$ cat src/rtl/shs_pkg.sv
// Shared types, constants and round functions for the SHA-256 stream hasher.
// Used by shs_ctrl, shs_datapath and sha256_hash_stream; no dependencies.
package shs_pkg;

   typedef struct packed {
      logic [31:0] message_word;
      logic [2:0]  word_bytes;
      logic        last_word;
   } req_payload_type;

   typedef struct packed {
      logic [31:0] digest_word;
      logic [2:0]  digest_index;
      logic        digest_last;
   } rsp_payload_type;

   typedef enum logic [3:0] {
      OP_NONE,
      OP_INSERT_REQ,
      OP_INSERT_PEND,
      OP_PAD,
      OP_PAD2,
      OP_LOAD,
      OP_ROUND,
      OP_UPDATE,
      OP_EMIT
   } dp_op_type;

   typedef struct packed {
      dp_op_type op;
   } dp_cmd_type;

   typedef struct packed {
      logic full;
      logic pend_left;
      logic last;
      logic pad_ovf;
      logic last_round;
      logic out_busy;
   } dp_status_type;

   localparam logic [7:0] PAD_BYTE   = 8'h80;
   localparam logic [2:0] WORD_BYTES = 3'd4;
   localparam logic [5:0] PAD_LIMIT  = 6'd55;

   localparam logic [31:0] INIT_HASH [8] = '{
      32'h6a09e667, 32'hbb67ae85, 32'h3c6ef372, 32'ha54ff53a,
      32'h510e527f, 32'h9b05688c, 32'h1f83d9ab, 32'h5be0cd19
   };

   localparam logic [31:0] ROUND_K [64] = '{
      32'h428a2f98, 32'h71374491, 32'hb5c0fbcf, 32'he9b5dba5,
      32'h3956c25b, 32'h59f111f1, 32'h923f82a4, 32'hab1c5ed5,
      32'hd807aa98, 32'h12835b01, 32'h243185be, 32'h550c7dc3,
      32'h72be5d74, 32'h80deb1fe, 32'h9bdc06a7, 32'hc19bf174,
      32'he49b69c1, 32'hefbe4786, 32'h0fc19dc6, 32'h240ca1cc,
      32'h2de92c6f, 32'h4a7484aa, 32'h5cb0a9dc, 32'h76f988da,
      32'h983e5152, 32'ha831c66d, 32'hb00327c8, 32'hbf597fc7,
      32'hc6e00bf3, 32'hd5a79147, 32'h06ca6351, 32'h14292967,
      32'h27b70a85, 32'h2e1b2138, 32'h4d2c6dfc, 32'h53380d13,
      32'h650a7354, 32'h766a0abb, 32'h81c2c92e, 32'h92722c85,
      32'ha2bfe8a1, 32'ha81a664b, 32'hc24b8b70, 32'hc76c51a3,
      32'hd192e819, 32'hd6990624, 32'hf40e3585, 32'h106aa070,
      32'h19a4c116, 32'h1e376c08, 32'h2748774c, 32'h34b0bcb5,
      32'h391c0cb3, 32'h4ed8aa4a, 32'h5b9cca4f, 32'h682e6ff3,
      32'h748f82ee, 32'h78a5636f, 32'h84c87814, 32'h8cc70208,
      32'h90befffa, 32'ha4506ceb, 32'hbef9a3f7, 32'hc67178f2
   };

   function automatic logic [31:0] bsig0(input logic [31:0] x);
      return {x[1:0], x[31:2]} ^ {x[12:0], x[31:13]} ^ {x[21:0], x[31:22]};
   endfunction

   function automatic logic [31:0] bsig1(input logic [31:0] x);
      return {x[5:0], x[31:6]} ^ {x[10:0], x[31:11]} ^ {x[24:0], x[31:25]};
   endfunction

   function automatic logic [31:0] ssig0(input logic [31:0] x);
      return {x[6:0], x[31:7]} ^ {x[17:0], x[31:18]} ^ (x >> 3);
   endfunction

   function automatic logic [31:0] ssig1(input logic [31:0] x);
      return {x[16:0], x[31:17]} ^ {x[18:0], x[31:19]} ^ (x >> 10);
   endfunction

endpackage

$ cat src/rtl/shs_ctrl.sv
// Sequencer for the SHA-256 stream hasher: byte insertion, padding,
// compression rounds and digest hand-off. Depends on shs_pkg.
module shs_ctrl (
   input  logic                  clock,
   input  logic                  reset,
   input  logic                  req_valid,
   output logic                  req_stall,
   output shs_pkg::dp_cmd_type   cmd,
   input  shs_pkg::dp_status_type status
);

   typedef enum logic [2:0] {
      S_IDLE,
      S_INSERT,
      S_PAD,
      S_PAD2,
      S_LOAD,
      S_ROUND,
      S_UPDATE,
      S_EMIT
   } state_type;

   typedef enum logic [1:0] {
      PH_DATA,
      PH_SPILL,
      PH_FINAL
   } phase_type;

   state_type state_ff, state_in;
   phase_type phase_ff, phase_in;

   assign req_stall = (state_ff != S_IDLE);

   always_comb begin
      state_in = state_ff;
      phase_in = phase_ff;
      cmd.op   = shs_pkg::OP_NONE;
      unique case (state_ff)
         S_IDLE: begin
            if (req_valid) begin
               cmd.op = shs_pkg::OP_INSERT_REQ;
               if (status.full) begin
                  phase_in = PH_DATA;
                  state_in = S_LOAD;
               end else if (status.last) begin
                  state_in = S_PAD;
               end
            end
         end
         S_INSERT: begin
            cmd.op = shs_pkg::OP_INSERT_PEND;
            if (status.full) begin
               phase_in = PH_DATA;
               state_in = S_LOAD;
            end else if (status.last) begin
               state_in = S_PAD;
            end else begin
               state_in = S_IDLE;
            end
         end
         S_PAD: begin
            cmd.op   = shs_pkg::OP_PAD;
            phase_in = status.pad_ovf ? PH_SPILL : PH_FINAL;
            state_in = S_LOAD;
         end
         S_PAD2: begin
            cmd.op   = shs_pkg::OP_PAD2;
            phase_in = PH_FINAL;
            state_in = S_LOAD;
         end
         S_LOAD: begin
            cmd.op   = shs_pkg::OP_LOAD;
            state_in = S_ROUND;
         end
         S_ROUND: begin
            cmd.op = shs_pkg::OP_ROUND;
            if (status.last_round) begin
               state_in = S_UPDATE;
            end
         end
         S_UPDATE: begin
            cmd.op = shs_pkg::OP_UPDATE;
            unique case (phase_ff)
               PH_SPILL: state_in = S_PAD2;
               PH_FINAL: state_in = S_EMIT;
               default: begin
                  if (status.pend_left) begin
                     state_in = S_INSERT;
                  end else if (status.last) begin
                     state_in = S_PAD;
                  end else begin
                     state_in = S_IDLE;
                  end
               end
            endcase
         end
         S_EMIT: begin
            if (!status.out_busy) begin
               cmd.op   = shs_pkg::OP_EMIT;
               phase_in = PH_DATA;
               state_in = S_IDLE;
            end
         end
         default: state_in = S_IDLE;
      endcase
   end

   always_ff @(posedge clock) begin
      if (reset) begin
         state_ff <= S_IDLE;
         phase_ff <= PH_DATA;
      end else begin
         state_ff <= state_in;
         phase_ff <= phase_in;
      end
   end

endmodule

$ cat src/rtl/shs_datapath.sv
// Datapath of the SHA-256 stream hasher: block buffer, schedule window,
// round unit, chaining value and digest output buffer. Depends on shs_pkg.
module shs_datapath (
   input  logic                     clock,
   input  logic                     reset,
   input  shs_pkg::req_payload_type req_payload,
   input  shs_pkg::dp_cmd_type      cmd,
   output shs_pkg::dp_status_type   status,
   input  logic                     rsp_stall,
   output logic                     rsp_valid,
   output shs_pkg::rsp_payload_type rsp_payload
);

   logic [31:0] chain_ff [8];
   logic [31:0] chain_in [8];
   logic [31:0] work_ff [8];
   logic [31:0] work_in [8];
   logic [31:0] buf_ff [16];
   logic [31:0] buf_in [16];
   logic [31:0] dig_ff [8];
   logic [31:0] dig_in [8];
   logic [5:0]  fill_ff, fill_in;
   logic [31:0] len_ff, len_in;
   logic [5:0]  round_ff, round_in;
   logic [31:0] pend_word_ff, pend_word_in;
   logic [2:0]  pend_cnt_ff, pend_cnt_in;
   logic        last_ff, last_in;
   logic [2:0]  out_idx_ff, out_idx_in;
   logic        out_busy_ff, out_busy_in;

   logic        from_req;
   logic [31:0] src_word;
   logic [2:0]  src_cnt;
   logic [6:0]  room;
   logic [2:0]  take;
   logic [6:0]  fill_sum;
   logic        pad_ovf;
   logic [31:0] ch, maj, t1, t2, sched_new;

   assign from_req = (cmd.op == shs_pkg::OP_INSERT_REQ);
   assign src_word = from_req ? req_payload.message_word : pend_word_ff;
   assign src_cnt  = from_req ? ((req_payload.word_bytes > shs_pkg::WORD_BYTES) ?
                                 shs_pkg::WORD_BYTES : req_payload.word_bytes)
                              : pend_cnt_ff;
   assign room     = 7'd64 - {1'b0, fill_ff};
   assign take     = ({4'b0, src_cnt} < room) ? src_cnt : room[2:0];
   assign fill_sum = {1'b0, fill_ff} + {4'b0, take};
   assign pad_ovf  = (fill_ff > shs_pkg::PAD_LIMIT);

   assign ch  = (work_ff[4] & work_ff[5]) ^ (~work_ff[4] & work_ff[6]);
   assign maj = (work_ff[0] & work_ff[1]) ^ (work_ff[0] & work_ff[2]) ^
                (work_ff[1] & work_ff[2]);
   assign t1  = work_ff[7] + shs_pkg::bsig1(work_ff[4]) + ch +
                shs_pkg::ROUND_K[round_ff] + buf_ff[0];
   assign t2  = shs_pkg::bsig0(work_ff[0]) + maj;
   assign sched_new = shs_pkg::ssig1(buf_ff[14]) + buf_ff[9] +
                      shs_pkg::ssig0(buf_ff[1]) + buf_ff[0];

   assign status.full       = fill_sum[6];
   assign status.pend_left  = (pend_cnt_ff != 3'd0);
   assign status.last       = from_req ? req_payload.last_word : last_ff;
   assign status.pad_ovf    = pad_ovf;
   assign status.last_round = (round_ff == 6'd63);
   assign status.out_busy   = out_busy_ff;

   always_comb begin
      logic [5:0] pos;
      pos          = '0;
      chain_in     = chain_ff;
      work_in      = work_ff;
      buf_in       = buf_ff;
      dig_in       = dig_ff;
      fill_in      = fill_ff;
      len_in       = len_ff;
      round_in     = round_ff;
      pend_word_in = pend_word_ff;
      pend_cnt_in  = pend_cnt_ff;
      last_in      = last_ff;
      out_idx_in   = out_idx_ff;
      out_busy_in  = out_busy_ff;

      if (out_busy_ff && !rsp_stall) begin
         out_idx_in = out_idx_ff + 3'd1;
         if (out_idx_ff == 3'd7) begin
            out_busy_in = 1'b0;
         end
      end

      unique case (cmd.op)
         shs_pkg::OP_INSERT_REQ, shs_pkg::OP_INSERT_PEND: begin
            for (int j = 0; j < 4; j++) begin
               if (3'(j) < take) begin
                  pos = fill_ff + 6'(j);
                  buf_in[pos[5:2]][{~pos[1:0], 3'b000} +: 8] =
                     src_word[5'(31 - 8 * j) -: 8];
               end
            end
            pend_word_in = src_word << {take, 3'b000};
            pend_cnt_in  = src_cnt - take;
            fill_in      = fill_sum[5:0];
            len_in       = len_ff + {26'b0, take, 3'b000};
            if (from_req) begin
               last_in = req_payload.last_word;
            end
         end
         shs_pkg::OP_PAD: begin
            for (int b = 0; b < 64; b++) begin
               if (6'(b) == fill_ff) begin
                  buf_in[4'(b >> 2)][5'((3 - (b & 3)) * 8) +: 8] = shs_pkg::PAD_BYTE;
               end else if (6'(b) > fill_ff) begin
                  buf_in[4'(b >> 2)][5'((3 - (b & 3)) * 8) +: 8] = 8'h00;
               end
            end
            if (!pad_ovf) begin
               buf_in[14] = '0;
               buf_in[15] = len_ff;
            end
         end
         shs_pkg::OP_PAD2: begin
            for (int i = 0; i < 15; i++) begin
               buf_in[4'(i)] = '0;
            end
            buf_in[15] = len_ff;
         end
         shs_pkg::OP_LOAD: begin
            work_in  = chain_ff;
            round_in = '0;
         end
         shs_pkg::OP_ROUND: begin
            work_in[7] = work_ff[6];
            work_in[6] = work_ff[5];
            work_in[5] = work_ff[4];
            work_in[4] = work_ff[3] + t1;
            work_in[3] = work_ff[2];
            work_in[2] = work_ff[1];
            work_in[1] = work_ff[0];
            work_in[0] = t1 + t2;
            for (int i = 0; i < 15; i++) begin
               buf_in[4'(i)] = buf_ff[4'(i + 1)];
            end
            buf_in[15] = sched_new;
            round_in   = round_ff + 6'd1;
         end
         shs_pkg::OP_UPDATE: begin
            for (int i = 0; i < 8; i++) begin
               chain_in[3'(i)] = chain_ff[3'(i)] + work_ff[3'(i)];
            end
         end
         shs_pkg::OP_EMIT: begin
            dig_in      = chain_ff;
            out_busy_in = 1'b1;
            out_idx_in  = '0;
            chain_in    = shs_pkg::INIT_HASH;
            fill_in     = '0;
            len_in      = '0;
            pend_cnt_in = '0;
            last_in     = 1'b0;
         end
         default: begin
         end
      endcase
   end

   always_ff @(posedge clock) begin
      if (reset) begin
         chain_ff    <= shs_pkg::INIT_HASH;
         fill_ff     <= '0;
         len_ff      <= '0;
         round_ff    <= '0;
         pend_cnt_ff <= '0;
         last_ff     <= 1'b0;
         out_idx_ff  <= '0;
         out_busy_ff <= 1'b0;
      end else begin
         chain_ff    <= chain_in;
         fill_ff     <= fill_in;
         len_ff      <= len_in;
         round_ff    <= round_in;
         pend_cnt_ff <= pend_cnt_in;
         last_ff     <= last_in;
         out_idx_ff  <= out_idx_in;
         out_busy_ff <= out_busy_in;
      end
   end

   always_ff @(posedge clock) begin
      work_ff      <= work_in;
      buf_ff       <= buf_in;
      dig_ff       <= dig_in;
      pend_word_ff <= pend_word_in;
   end

   assign rsp_valid                = out_busy_ff;
   assign rsp_payload.digest_word  = dig_ff[out_idx_ff];
   assign rsp_payload.digest_index = out_idx_ff;
   assign rsp_payload.digest_last  = (out_idx_ff == 3'd7);

   // leftover bytes after a block boundary never exceed three
   a_pend_bound: assert property (@(posedge clock) disable iff (reset)
      pend_cnt_ff <= 3'd3)
      else $error("pending byte count out of range");

   a_pend_block_start: assert property (@(posedge clock) disable iff (reset)
      cmd.op == shs_pkg::OP_INSERT_PEND |-> pend_cnt_ff != 3'd0 && fill_ff == 6'd0)
      else $error("leftover insert outside block start");

   a_emit_free: assert property (@(posedge clock) disable iff (reset)
      cmd.op == shs_pkg::OP_EMIT |-> !out_busy_ff)
      else $error("digest overwritten while draining");

   a_drain_done: assert property (@(posedge clock) disable iff (reset)
      $fell(out_busy_ff) |-> $past(out_idx_ff == 3'd7 && !rsp_stall))
      else $error("digest output ended early");

endmodule

$ cat src/rtl/sha256_hash_stream.sv
// SHA-256 over a word stream: words are taken while the current 64-byte block
// has room. Each full block goes through the single round unit (load, 64
// rounds, chain update); bytes spilling past a block boundary add an insert
// step. A final word adds a pad step and one compression, or two compressions
// with a second pad step between them when more than 55 bytes are buffered;
// an emit step then moves the digest to the output buffer. The eight digest
// words leave one per transfer from that buffer while the next message
// streams in; a new digest waits only if the previous one is still draining.
// Depends on shs_pkg, shs_ctrl and shs_datapath.
module sha256_hash_stream (
   input  logic                     clock,
   input  logic                     reset,
   input  logic                     req_valid,
   output logic                     req_stall,
   input  shs_pkg::req_payload_type req_payload,
   output logic                     rsp_valid,
   input  logic                     rsp_stall,
   output shs_pkg::rsp_payload_type rsp_payload
);

   shs_pkg::dp_cmd_type    cmd;
   shs_pkg::dp_status_type status;

   shs_ctrl u_ctrl (
      .clock     (clock),
      .reset     (reset),
      .req_valid (req_valid),
      .req_stall (req_stall),
      .cmd       (cmd),
      .status    (status)
   );

   shs_datapath u_datapath (
      .clock       (clock),
      .reset       (reset),
      .req_payload (req_payload),
      .cmd         (cmd),
      .status      (status),
      .rsp_stall   (rsp_stall),
      .rsp_valid   (rsp_valid),
      .rsp_payload (rsp_payload)
   );

endmodule

$ cat config.mk
export PLATFORM = sky130hd
export DESIGN_NAME = sha256_hash_stream
export DESIGN_NICKNAME = d
export VERILOG_FILES = /design/src/rtl/shs_pkg.sv /design/src/rtl/shs_ctrl.sv /design/src/rtl/shs_datapath.sv /design/src/rtl/sha256_hash_stream.sv
export SDC_FILE = /design/constraint.sdc
export NUM_CORES = 2
export LEC_CHECK = 0
export ABC_CLOCK_PERIOD_IN_PS = 9400
export CORE_ASPECT_RATIO = 0.8
export CORE_UTILIZATION = 37
export DETAILED_ROUTE_END_ITERATION = 10
export DONT_BUFFER_PORTS = 1
export SLEW_MARGIN = 15
export SYNTH_ARGS = -nofsm -noshare
export SYNTH_HDL_FRONTEND = slang
export SYNTH_SLANG_ARGS = --single-unit
$ cat constraint.sdc
create_clock -name clock -period 9.4 [get_ports clock]
set_clock_uncertainty 0.2 [all_clocks]
set_input_delay 0.47 -clock clock [delete_from_list [all_inputs] [get_ports clock]]
set_output_delay 0.47 -clock clock [all_outputs]
set_load 0.05 [all_outputs]
**Word level (Yosys, flattened, before mapping)**

Memories as Yosys holds them, arrays and structs flattened.
Index checks and enable logic that the tools add are counted.

- $add $sub $neg: 27
- Magnitude comparators: 33
- Equality and inequality tests: 56
- Shift operators: 9
- Multiplexer cells: 108
- Bitwise operators: 27
- Reduce and logical (&&, ||, !) cells: 42

Operators with widths:

| cell | count |
|---|---|
| 512-bit two-way mux | 7 |
| 512-bit bitwise mux | 4 |
| 32-bit demux with 4-bit select | 4 |
| 256-bit one-hot mux with 2 select lines | 1 |
| 32-bit adder | 14 |
| 16-bit one-hot mux with 4 select lines | 7 |
| 16-bit one-hot mux with 3 select lines | 8 |
| 32-bit two-way mux | 9 |
| 32-bit bitwise XOR | 9 |
| 8-bit two-way mux | 32 |
| 128-bit one-hot mux with 2 select lines | 1 |
| 32-bit bitwise AND | 5 |
| 32-bit one-hot mux with 2 select lines | 2 |
| 32-bit one-hot mux with 4 select lines | 1 |
| 8-bit by 7-bit variable shift with 32-bit output, first input constant | 4 |
| 32-bit binary-select mux with 3-bit select | 1 |
| 64-bit two-way mux | 1 |
| 1-bit by 7-bit indexed part select with 32-bit output, first input constant | 2 |
| 8-bit by 7-bit indexed part select with 32-bit output | 2 |
| 5-bit by 6-bit equality test with 1-bit output, first input constant | 8 |
| 5-bit by 6-bit greater-than comparator with 1-bit output, first input constant | 8 |
| 3-bit by 1-bit != test with 1-bit output, second input constant | 16 |
| 2-bit AND reduction | 19 |
| 32-bit by 6-bit adder with 32-bit output | 1 |
| other kinds (63) | 136 |

- Register bits: 1,113
- ROM bits: 2,048
- Input bits: 40
- Output and inout port bits: 38
- Logic and storage cells: 361
- Memories kept: 1

Memories:

| name | words | bits a word | read ports | clocked after Yosys merged registers in | wr ports | line | text |
|---|---|---|---|---|---|---|---|
| (no name shown) | 64 | 32 | 1 | 0 | 0 | shs_datapath.sv:54 | `shs_pkg::ROUND_K[round_ff] + buf_ff[0];` |

**Logic depth before layout (Yosys ltp)**

- Depth in word-level cells: 18
- Gate-level depth with buffers: 40
- Mapped depth without buffers: 38

**By module**

A second synthesis with hierarchy kept.

- Cell total of the unflattened synthesis: 6,070
- Area, all modules: 57,013.4 um^2

By module, submodules not included:

| module | instances | cells an instance | area an instance (um^2) | seq. area each (um^2) |
|---|---|---|---|---|
| shs_datapath | 1 | 6,005 | 56,530.5 | 22,661.7 |
| shs_ctrl | 1 | 65 | 483.0 | 100.1 |

**Worst setup path before layout**

Ideal clock, no wire load.

- Kind: reg2reg
- Start: register u_datapath.round_ff[0]
- End: register u_datapath.work_ff[253] in the netlist's numbering, data pin
- Library setup time: 268 ps
- Arrival time: 8,441 ps
- Data required time: 8,932 ps
- Setup slack: 491 ps
- Cell stages (with the launch flop): 37
- Buffers on the path: 3
- Clock period less this slack: 8,909 ps
- Cells stage by stage: dfxtp_1 clkbuf_1 inv_1 clkbuf_1 ha_1 clkbuf_1 and2_0 o21ai_0 o21ai_0 mux4_2 fa_1 fa_1 inv_1 fa_1 inv_1 ha_1 a21o_1 a21oi_1 o21bai_1 a21oi_1 o21ai_0 a2111oi_0 o31a_1 nor2_1 a21o_1 a21o_1 xnor2_1 fa_1 inv_1 ha_1 and3_1 and3_1 a221o_1 a31o_2 a21oi_1 xor2_1 o21ai_0

RTL lines:

| element | line | text |
|---|---|---|
| start: declaration | shs_datapath.sv:24 | `logic [5:0] round_ff, round_in;` |
| start signal: assignment | shs_datapath.sv:178 | `round_ff <= round_in;` |
| end signal: assignment | shs_datapath.sv:187 | `work_ff <= work_in;` |
| end: declaration | shs_datapath.sv:16 | `logic [31:0] work_ff [8];` |

==> flow_summary_export.csv <==
group,metric,value,unit
die,core,0.150,mm2
global_route,overflow,0,
global_route,antenna_found_initial,6,
worst_hold_path,whs_path_depth,3,
worst_setup_path,worst_path_max_delay_cell,"mux4_2",
detailed_routing,dr_total_vias,48700,
die,row_count,127,
place,gp_congestion,0.997,
synth,synth_adder_area_share,10.7,%
clocking,tritoncts,"done",
worst_setup_path,crit_buf_inv,8,
worst_setup_path,reg2reg_depth,37,
synth,yosys_warnings,0,
worst_setup_path,worstSetupPathType,"flop to flop",
timing,slew_violations,0,
synth,synthTopCellsByArea,"edfxtp_1 (35%), ha_1 (5.9%), nand2_1 (5.5%)",
run,maxCapViolCount,0,
detailed_routing,met1_length,92800,um
worst_setup_path,critPathTopFamily,"compound AO/OA/AOI/OAI gates",
worst_setup_path,critPathArrivalTime,9.27,ns
synth,ys_ff_latch,809,
synth,yosysUniqueCellTypes,104,
synth,synth_top_flop_cell,"edfxtp_1",
worst_setup_path,path_depth,37,
detailed_routing,wl_met3,23700,um
timing,fmax,0.110,GHz
place,post-dp-hpwl,144000,um
die,dieArea,0.154,mm2
worst_hold_path,min_path_type,"input pin to flop",
synth,synth-simple-area-share,15.0,%
detailed_routing,ant_nets,0,
synth,synthXorXnorAreaFrac,5.22,%
detailed_routing,drt_drc_violations_left,0,
clocking,clock_latency,0.72,ns
die,ios,78,
synth,yosysSeqAreaShare,40.4,%
detailed_routing,wl_per_cell,25.2,um
synth,synth_compound_gate_area_share,21.2,%
die,dieWidth,438,um
synth,synth_nets,6414,
clocking,clockBufferDepth,3,
worst_setup_path,worstPathMaxFanout,11,
layout,fillerInstances,14600,
worst_setup_path,max_stage_delay,0.53,ns
timing,hold_violations,0,
clocking,cts-root-buf,"clkbuf_16",
clocking,clk_pin_slew_worst_paths,0.06,ns
detailed_routing,dr.pass1.iters,9,
synth,yosys-mux-area-fraction,2.94,%
synth,synthCells,5976,
layout,multi_input_area,0.0312,mm2
layout,areaGrowthSynthToFinish,10.5,%
die,die_h,351,um
layout,layout-drive-gt1-share,9.32,%
synth,synth-edff-count,656,
worst_setup_path,end_kind,"flop",
synth,yosys.area.top_type,"edfxtp_1",
timing,max-slew-margin-rel,17.3,%
global_route,grt_pass1_wl,296000,um
synth,syn_avg_cell_area,9.43,um2
worst_setup_path,cp_common_cell,"inv_1",
timing,finalSetupTns,0,ns
clocking,cts_sinks,809,
worst_setup_path,crit_required,9.62,ns
synth,synth_top_family_by_area,"compound AO/OA/AOI/OAI gates",
layout,seqCellArea,0.0228,mm2
timing,finalCritPeriodShare,96.3,%
detailed_routing,drt_iter0_drc,6943,
layout,final_net_count,6322,
timing,setup_viol,0,
timing,grt_setup_unrepaired,"false",
die,start_util,37.4,%
timing,period_needed,9.05,ns
global_route,grt_pass1_vias,44700,
worst_setup_path,crit_path_start_kind,"flop",
status,status,"finished, final reports clean",
synth,syn_area,0.0563,mm2
clocking,cts_max_level,3,
timing,tightest_slew,1.23,ns
detailed_routing,viasPerCell,6.12,
synth,async_flop_share,0,%
clocking,numCtsBuffers,95,
synth,netlist.area_leader.share,35.0,%
detailed_routing,routed.top_layer,"met5",
global_route,track_usage,25.3,%
place,io_buffer_count,0,
detailed_routing,routed-wl-met2,79800,um
global_route,grt_max_degree,195,
detailed_routing,wl,201000,um
-- metal layers --
metal,vias up,global-route usage [%]
met1,24000,38.9
li1,21800,-
met2,2615,34.2
met3,286,6.98
met5,-,0
met4,4,6.03
-- metrics by stage --
step                setup WS (ns)  cell area [um2]  instances  util (%)  hold slack [ns]
floorplan                   0.491            56300       5976         -            0.232
global placement            0.430            58900       7770      39.1            0.240
finish                      0.346            62300       7966      41.4           0.0585
CTS                         0.212            62200       7960      41.3           0.0113
detailed placement          0.288            58900       7770      39.1            0.243
global route              0.00200            62300       7964      41.4           0.0297
-- sequential cells by signal, indices dropped and copies added, names as in the netlist --
register,flops
u_datapath.out_idx_ff,3
u_datapath.round_ff,6
u_datapath.dig_ff,128
u_datapath.rsp_valid,1
u_datapath.pend_cnt_ff,3
u_datapath.pend_word_ff,16
u_datapath.fill_ff,6
u_datapath.chain_ff,128
u_ctrl.state_ff,3
u_datapath.buf_ff,256
u_datapath.last_ff,1
u_ctrl.phase_ff,2
u_datapath.work_ff,256
-- path summary, 6_finish.rpt --
check	end	from	slack [ns]
max reg2reg	u_datapath.work_ff[253]	u_datapath.round_ff[1]	0.35
max	u_datapath.work_ff[253]	u_datapath.round_ff[1]	0.35
min reg2reg	u_ctrl.phase_ff[0]	u_ctrl.phase_ff[0]	0.26
min	u_datapath.pend_word_ff[2]	req_payload[6]	0.06
-- placed cells by master (no fill, tap or decap), types with 22 or more instances in the layout --
cell type	n
o211ai_1	58
or2_2	69
xor2_1	124
a31oi_1	67
dfxtp_1	146
mux4_2	31
mux2_2	39
a21oi_1	450
o21ai_0	371
ha_1	263
and3_1	34
a222oi_1	36
edfxtp_1	656
or3_1	27
xnor2_1	207
a221o_1	65
clkbuf_16	97
nand3_1	125
inv_1	277
a211oi_1	148
a22oi_1	50
o21a_1	37
nor2_1	403
a21o_1	138
nand2b_1	45
o21bai_1	23
fa_1	131
clkbuf_1	25
mux2i_1	45
nor3_1	98
buf_4	174
o22ai_1	22
a221oi_1	132
o311ai_0	22
and2_1	87
nor2b_1	40
nand2_1	820
-- logic make-up after synthesis --
family,after synthesis
AND/OR/NAND/NOR,1856
buffers and inverters,667
multiplexers,120
XOR/XNOR,334
adder cells (fa/ha/maj),402
AO/OA/AOI/OAI,1788
flip-flops,809
-- tightest hold or removal path, delay by kind of cell --
kind,cells,cell delay (ns)
buf+inv,1,0.21
simple gates,1,0.10
mux,1,0.07
-- layout make-up --
cell class	instances	area share (%)
clock buffers	131	4.25
flip-flops and latches	809	36.6
diodes	2	0.00804
inverters	283	1.73
clock inverters	47	0.804
well taps	1999	4.02
multi-input cells	4500	50.1
repair buffers	195	2.51
-- synthesized netlist by cell type, drive strengths merged (17+ instances only) --
library cell	count
and3	34
a21oi	452
inv	282
xor2	124
dfxtp	153
o21a	38
nor2b	40
or3	27
xnor2	209
buf	70
a311oi	18
a31oi	68
a221o	65
nor2	414
a211oi	149
a22oi	50
o21ai	389
mux4	31
mux2i	50
clkbuf	314
nor3	105
and2	93
nand2	824
fa	131
nand4	17
mux2	39
o211ai	59
o22ai	22
o311ai	22
or2	70
nand2b	48
nand3	127
edfxtp	656
a21o	138
a221oi	141
ha	267
a222oi	36
o21bai	23
-- what timing repair did --
action | CTS | global route
endpoints found under the setup margin | 0 | 13
buffers inserted | 0 | 0
hold buffers | 12 | 0
resized for setup | 0 | 15
endpoints found under the hold margin | 62 | 0
Power is left out: the tool's default activity adds up to more than one toggle a clock period on the data nets, which glitch-free logic cannot reach.
